## config.mk

```make
export PLATFORM = sky130hd
export DESIGN_NAME = positional_list_store
export DESIGN_NICKNAME = d
export VERILOG_FILES = /design/src/sv/pls_pkg.sv /design/src/sv/pls_list_core.sv /design/src/sv/positional_list_store.sv
export SDC_FILE = /design/constraint.sdc
export NUM_CORES = 1
export LEC_CHECK = 0
export BUFFER_PORTS_ARGS = -buffer_cell sky130_fd_sc_hd__buf_2
export CORE_ASPECT_RATIO = 0.75
export CORE_MARGIN = 4
export CORE_UTILIZATION = 46
export DETAILED_ROUTE_END_ITERATION = 16
export PLACE_DENSITY_LB_ADDON = 0.15
export SLEW_MARGIN = 25
export SYNTH_ARGS = -nofsm -noshare
export SYNTH_HDL_FRONTEND = slang
export SYNTH_SLANG_ARGS = --single-unit
export TNS_END_PERCENT = 30
```

## constraint.sdc

```tcl
create_clock -name clk -period 8.5 [get_ports clk]
set_clock_uncertainty 0.15 [all_clocks]
set_input_delay 0.425 -clock clk [delete_from_list [all_inputs] [get_ports clk]]
set_output_delay 0.425 -clock clk [all_outputs]
set_load 0.05 [all_outputs]
```

## src/sv/pls_pkg.sv

```systemverilog
`timescale 1ns / 1ps
// ----------------------------------------------------------------------------
// pls_pkg
// Types and codes shared by the positional list store and its checker.
// ----------------------------------------------------------------------------
package pls_pkg;

    typedef enum logic [2:0] {
        OP_INS_FRONT = 3'd0,
        OP_INS_BACK  = 3'd1,
        OP_INS_POS   = 3'd2,
        OP_EXT_FRONT = 3'd3,
        OP_EXT_BACK  = 3'd4,
        OP_EXT_POS   = 3'd5
    } op_t;

    typedef enum logic [1:0] {
        ST_OK     = 2'd0,
        ST_EMPTY  = 2'd1,
        ST_FULL   = 2'd2,
        ST_BADPOS = 2'd3
    } status_t;

    localparam logic signed [31:0] ERR_VALUE = -32'sd1;

    typedef struct packed {
        op_t                op;
        logic signed [31:0] data_value;
        logic [4:0]         position;
    } req_t;

    typedef struct packed {
        logic signed [31:0] out_value;
        status_t            status;
        logic [4:0]         entry_count;
    } rsp_t;

endpackage

```

## src/sv/pls_list_core.sv

```systemverilog
`timescale 1ns / 1ps
// ----------------------------------------------------------------------------
// pls_list_core
// Register list with entry count; shifts entries from a position on by one.
// ----------------------------------------------------------------------------
module pls_list_core #(
    parameter int LIST_DEPTH = 16
) (
    input  logic        clk,
    input  logic        rst_n,
    input  logic        en,
    input  pls_pkg::req_t req,
    output pls_pkg::rsp_t rsp
);
    import pls_pkg::*;

    localparam int CW    = $clog2(LIST_DEPTH + 1);
    localparam int IDXW  = $clog2(LIST_DEPTH);
    localparam int CMP_W = (CW > 5) ? CW : 5;

    logic signed [31:0] entries_reg [LIST_DEPTH];
    logic signed [31:0] entries_next [LIST_DEPTH];
    logic [CW-1:0]      count_reg;
    logic [CW-1:0]      count_next;

    logic [CMP_W-1:0]   cnt_x;
    logic [CMP_W-1:0]   pos_x;
    logic [CMP_W-1:0]   idx_x;
    logic [CMP_W-1:0]   cnt_new_x;
    logic               do_ins;
    logic               do_ext;
    logic               full;

    always_comb
    begin
        cnt_x  = CMP_W'(count_reg);
        pos_x  = CMP_W'(req.position);
        full   = (count_reg == CW'(LIST_DEPTH));
        idx_x  = '0;
        do_ins = 1'b0;
        do_ext = 1'b0;
        rsp.out_value = '0;
        rsp.status    = ST_OK;
        case (req.op)
            OP_INS_FRONT, OP_INS_BACK, OP_INS_POS:
            begin
                if (req.op == OP_INS_BACK)
                    idx_x = cnt_x;
                else if (req.op == OP_INS_POS)
                    idx_x = pos_x;
                if (full)
                begin
                    rsp.status    = ST_FULL;
                    rsp.out_value = ERR_VALUE;
                end
                else if (idx_x > cnt_x)
                begin
                    rsp.status    = ST_BADPOS;
                    rsp.out_value = ERR_VALUE;
                end
                else
                    do_ins = 1'b1;
            end
            OP_EXT_FRONT, OP_EXT_BACK, OP_EXT_POS:
            begin
                if (req.op == OP_EXT_BACK)
                    idx_x = cnt_x - CMP_W'(1);
                else if (req.op == OP_EXT_POS)
                    idx_x = pos_x;
                if (count_reg == '0)
                begin
                    rsp.status    = ST_EMPTY;
                    rsp.out_value = ERR_VALUE;
                end
                else if (idx_x >= cnt_x)
                begin
                    rsp.status    = ST_BADPOS;
                    rsp.out_value = ERR_VALUE;
                end
                else
                begin
                    do_ext        = 1'b1;
                    rsp.out_value = entries_reg[idx_x[IDXW-1:0]];
                end
            end
            default:
            begin
                idx_x = '0;
            end
        endcase

        if (do_ins)
            count_next = count_reg + CW'(1);
        else if (do_ext)
            count_next = count_reg - CW'(1);
        else
            count_next = count_reg;
        cnt_new_x       = CMP_W'(count_next);
        rsp.entry_count = cnt_new_x[4:0];
    end

    always_comb
    begin
        for (int i = 0; i < LIST_DEPTH; i++)
        begin
            entries_next[i] = entries_reg[i];
            if (do_ins && CMP_W'(i) >= idx_x)
            begin
                if (CMP_W'(i) == idx_x)
                    entries_next[i] = req.data_value;
                else if (i > 0)
                    entries_next[i] = entries_reg[i-1];
            end
            else if (do_ext && CMP_W'(i) >= idx_x && i < LIST_DEPTH - 1)
                entries_next[i] = entries_reg[i+1];
        end
    end

    always_ff @(posedge clk)
    begin
        if (en)
            entries_reg <= entries_next;
    end

    always_ff @(posedge clk or negedge rst_n)
    begin
        if (!rst_n)
            count_reg <= '0;
        else if (en)
            count_reg <= count_next;
    end

endmodule

```

## src/sv/positional_list_store.sv

```systemverilog
`timescale 1ns / 1ps
// ----------------------------------------------------------------------------
// positional_list_store
// Bounded ordered list of signed 32-bit values with front, back and
// positional insert and extract.
// ----------------------------------------------------------------------------
// Usage:
//   Requests enter on req / req_valid / req_ready, one operation each.
//   Every request gives exactly one response on rsp / rsp_valid / rsp_ready
//   with the extracted value, a status and the entry count afterwards.
//   A request lands in an input register, is worked out combinationally by
//   the list core, and its response is held in an output register; rsp_valid
//   rises once the request moves on from the input register into the output
//   register. Throughput is one request per cycle while rsp_ready stays
//   high; the entries from the request's position onward move by one place
//   as the request advances, so the count seen by the next request is
//   always current.
//   While the receiver stalls, the response holds and one more request may
//   wait in the input register; req_ready then drops until rsp_ready.
//   Reset empties the list and drops any request or response in flight;
//   entry contents are not cleared and are never read before written.
// ----------------------------------------------------------------------------
module positional_list_store #(
    parameter int LIST_DEPTH = 16
) (
    input  logic          clk,
    input  logic          rst_n,
    input  logic          req_valid,
    output logic          req_ready,
    input  pls_pkg::req_t req,
    output logic          rsp_valid,
    input  logic          rsp_ready,
    output pls_pkg::rsp_t rsp
);
    import pls_pkg::*;

    logic  in_valid_reg;
    req_t  in_req_reg;
    logic  out_valid_reg;
    rsp_t  out_rsp_reg;
    rsp_t  core_rsp;
    logic  advance;

    assign advance   = in_valid_reg && (!out_valid_reg || rsp_ready);
    assign req_ready = !in_valid_reg || advance;
    assign rsp_valid = out_valid_reg;
    assign rsp       = out_rsp_reg;

    pls_list_core #(
        .LIST_DEPTH(LIST_DEPTH)
    ) u_core (
        .clk  (clk),
        .rst_n(rst_n),
        .en   (advance),
        .req  (in_req_reg),
        .rsp  (core_rsp)
    );

    always_ff @(posedge clk or negedge rst_n)
    begin
        if (!rst_n)
        begin
            in_valid_reg  <= 1'b0;
            out_valid_reg <= 1'b0;
        end
        else
        begin
            if (req_ready)
                in_valid_reg <= req_valid;
            if (advance)
                out_valid_reg <= 1'b1;
            else if (rsp_ready)
                out_valid_reg <= 1'b0;
        end
    end

    always_ff @(posedge clk)
    begin
        if (req_ready && req_valid)
            in_req_reg <= req;
        if (advance)
            out_rsp_reg <= core_rsp;
    end

endmodule

```

==> flow_summary.ini <==
[cts]
clk_path_buf_depth = 3
cts_sinks = 598
cts_tree = built
htree_levels = 3
clk_pin_slew_ns = 0.06
root_buffer = clkbuf_16
clock_latency_ns = 0.62
cts_resized = 0
cts_made_buffers = 66
post_cts_buffers = 0

[synthesis]
synthSimpleGateAreaFrac_pct = 4.983
yosys-top-cells-area = edfxtp_1 51%, mux2_2 9.9%, mux2i_1 9.3%, mux4_2 6.1%, a21oi_1 4.4%
synth_top_family_by_area = multiplexers
synth-seq-area-share_pct = 51.87
syn_area_sq_um = 34550
synth.avg_cell_area_sq_um = 13.05
synth.area.mux_share_pct = 28.28
synth_warnings = 0
synth_most_common_cell = edfxtp_1
synthXorXnorAreaFrac_pct = 0.2028
synthAdderAreaFrac_pct = 0.4345
synth_top_area_cell = edfxtp_1
synth_compound_area_share_pct = 10.69
ys_ff_latch = 598
synthArstFlopShare_pct = 1.171
netlist.area_leader.share_pct = 51.36
syn_nets = 2704
synth_edf_count = 591
ys_types = 74
synthCells = 2648
synth_top_cells_by_count = 591 x edfxtp_1, 321 x mux2i_1, 303 x mux2_2
synth_ff_type = edfxtp_1

[place]
dp.cells = 3528
place_ws_ns = 2.283
hpwl_microns = 70980
io_buffers = 84
gp_congestion = 0.8510

[global_route]
use_met1_pct = 43.31
grt_pass1_wl_microns = 172600
grt-busiest-layer = met2
grt-ovfl-total = 0
grt_max_degree = 75
grtUsageTotal_pct = 29.34
grt_pass1_vias = 24087
use_met2_pct = 43.33
use_met3_pct = 6.754
antenna_found_initial = 5

[worst_setup_path]
endpoint_kind = flop
cp_slowest_stage_delay_ns = 1.10
crit_family = compound AO/OA/AOI/OAI gates
r2r-start = u_core.cnt_x[0]$_DFFE_PN0P_
required_ns = 8.63
r2r_cells = 13
r2r_slack_ns = 2.17
critical_path.max_fanout = 56
reg2reg_to = u_core.entries_reg[151]$_DFFE_PP_
critPathLaunchType = flop
path_cells = inv_1 -> ha_1 -> nor2b_1 -> or3_4 -> inv_2 -> ha_1 -> a21o_1 -> a31oi_1 -> o21ai_0 -> o21ai_0 -> nand3_1 -> a21oi_4 -> buf_4
critPathBufInv = 3
arrival_ns = 6.46
slowest_stage = a21oi_4
path_class = flop to flop

[power]
combPwrFrac_pct = 34.5
p_leak_uw = 0.01283
p_int_uw = 6909
clkPwrFrac_pct = 24.7
power.share.switching_pct = 37.55
ir_drop_uv = 188.6
pwr-share-seq_pct = 40.8
p_per_area_nw_per_um2 = 289.1
p_sw_uw = 4153

[timing]
slew_viol_final = 0
tightest_slew_ns = 1.120
rsz0062_at_grt = false
finalWorstSetupSlack_ns = 2.170
finalCriticalPeriod_ns = 6.330
fin_tns_setup_ns = 0
hold_viol_final = 0
fmax_ghz = 0.1580
slew_headroom_pct = 25.36
finalCritPeriodShare_pct = 74.47
finalSetupViolCount = 0

[routing]
drt_wl_total_microns = 119900
ant_nets = 0
post_drt_via_cell_ratio = 6.768
vias = 24959
routedWlPerCell_microns = 32.52
drc_errors = 0
drt_iter0_drc = 3334
firstDrtPassIters = 5

[final_layout]
diodes = 0
fin_nets = 2729
largest_reg_flops = 512
drive_above_1_share_pct = 27.10
utilization_pct = 51.76
areaGrowthSynthToFinish_pct = 10.73
stdcell_count = 3688

[floorplanning]
die_w_microns = 324.5
fp-row-count = 86
initial_utilization_pct = 46.74
coreArea_sq_um = 73920
io_pins = 85
die_height_microns = 245.4
die_area_sq_um = 79610

[worst_hold_path]
hp-class = input pin to asynchronous set/reset pin

[flow_run]
max_cap_viol_count = 0

[outcome]
run_status = completed
## cell type report
type / count / area (sq um)
Tap cell: 968 / 1211
Clock buffer: 83 / 1758
Clock inverter: 32 / 191.4
Sequential cell: 598 / 17920
Inverter: 10 / 47.55
Multi-Input combinational cell: 1793 / 15670
Timing Repair Buffer: 204 / 1459
Fill cell: 6249 / 35660
## layer usage
layer | wire length [microns] | share of wire [%]
met2 | 50840 | 42
met1 | 52780 | 44
met5 | 11 | 0.0092
met4 | 3566 | 3.0
met3 | 12720 | 11
## power by group through the flow
stage | registers [uW] | clock network, uW | logic, uW
5_1_grt | 4560 | 2900 | 4000
6_report | 4520 | 2730 | 3820
3_3_place_gp | 4530 | 0 | 3640
2_1_floorplan | 4550 | 0 | 2350
3_5_place_dp | 4550 | 0 | 3710
4_1_cts | 4500 | 2770 | 3740
## cells in the final DEF (no fill, tap or decap), types with 5 or more instances in the layout
cell type | synthesis | routed
o21ai_1 | 91 | 90
nand2_1 | 113 | 113
clkbuf_1 | 124 | 15
mux2i_1 | 321 | 321
o21ai_0 | 48 | 48
a22oi_1 | 37 | 37
nor2_1 | 148 | 140
a21oi_4 | 1 | 6
dfrtp_1 | 7 | 7
buf_4 | 7 | 74
nand2b_1 | 9 | 9
nor4_4 | 8 | 10
inv_1 | 7 | 6
mux2_1 | 52 | 52
mux2_4 | 31 | 31
mux2_2 | 303 | 303
nand3_1 | 5 | 5
a31oi_1 | 65 | 65
o21a_1 | 5 | 5
and2_1 | 13 | 11
nor2_4 | 0 | 11
xnor2_1 | 7 | 7
clkbuf_16 | 0 | 68
clkinv_1 | 1 | 14
clkinv_2 | 0 | 12
edfxtp_1 | 591 | 591
a221oi_1 | 37 | 37
mux4_2 | 93 | 93
a21oi_1 | 302 | 297
ha_1 | 12 | 12
buf_2 | 91 | 84
nor2b_1 | 10 | 7
dlygate4sd3_1 | 0 | 44
nor3_2 | 3 | 6
## per-stage QoR
step / hold WS, ns / total power, uW / area, sq um
after floorplan: -0.02059 / 6898 / 34550
final: 0.03521 / 11060 / 38260
after global placement: 0.1264 / 8169 / 35820
after CTS: 0.01587 / 11010 / 38240
after detailed placement: 0.1199 / 8262 / 35850
after global routing: 0.05346 / 11460 / 38260
## worst register-to-register path, delay by kind of cell (launching register included)
family,cells,cell delay [ns]
flops,1,0.67
fa+ha+maj,2,0.66
buf+inv,3,0.71
compound gates,5,1.98
simple gates,3,1.83
## how the worst max path moves through the flow
stage                                 from                           endpoint  slack (ns)  cells after the start
2_1_floorplan     in_req_reg[37]$_DFFE_PP_  u_core.entries_reg[288]$_DFFE_PP_        2.39                     15
3_3_place_gp   u_core.cnt_x[0]$_DFFE_PN0P_  u_core.entries_reg[215]$_DFFE_PP_        2.30                     13
3_5_place_dp   u_core.cnt_x[0]$_DFFE_PN0P_  u_core.entries_reg[151]$_DFFE_PP_        2.28                     13
4_1_cts           in_req_reg[39]$_DFFE_PP_  u_core.entries_reg[151]$_DFFE_PP_        2.24                     11
5_1_grt           in_req_reg[39]$_DFFE_PP_  u_core.entries_reg[151]$_DFFE_PP_        1.80                     11
6_report       u_core.cnt_x[0]$_DFFE_PN0P_  u_core.entries_reg[151]$_DFFE_PP_        2.17                     13
## logic make-up after synthesis
logic type,count (synthesis)
AOI/OAI and AO/OA,623
xor gates and xnor gates,8
adders and majority gates,12
buffers and inverters,257
DFF,598
muxes,800
and+or+nand+nor,350
## repair_timing
item	4_1_cts	5_1_grt
hold buffers	44	0
hold endpoints to repair	49	0
setup endpoints to repair	0	0
No activity file was read; power rests on OpenSTA's default activity.
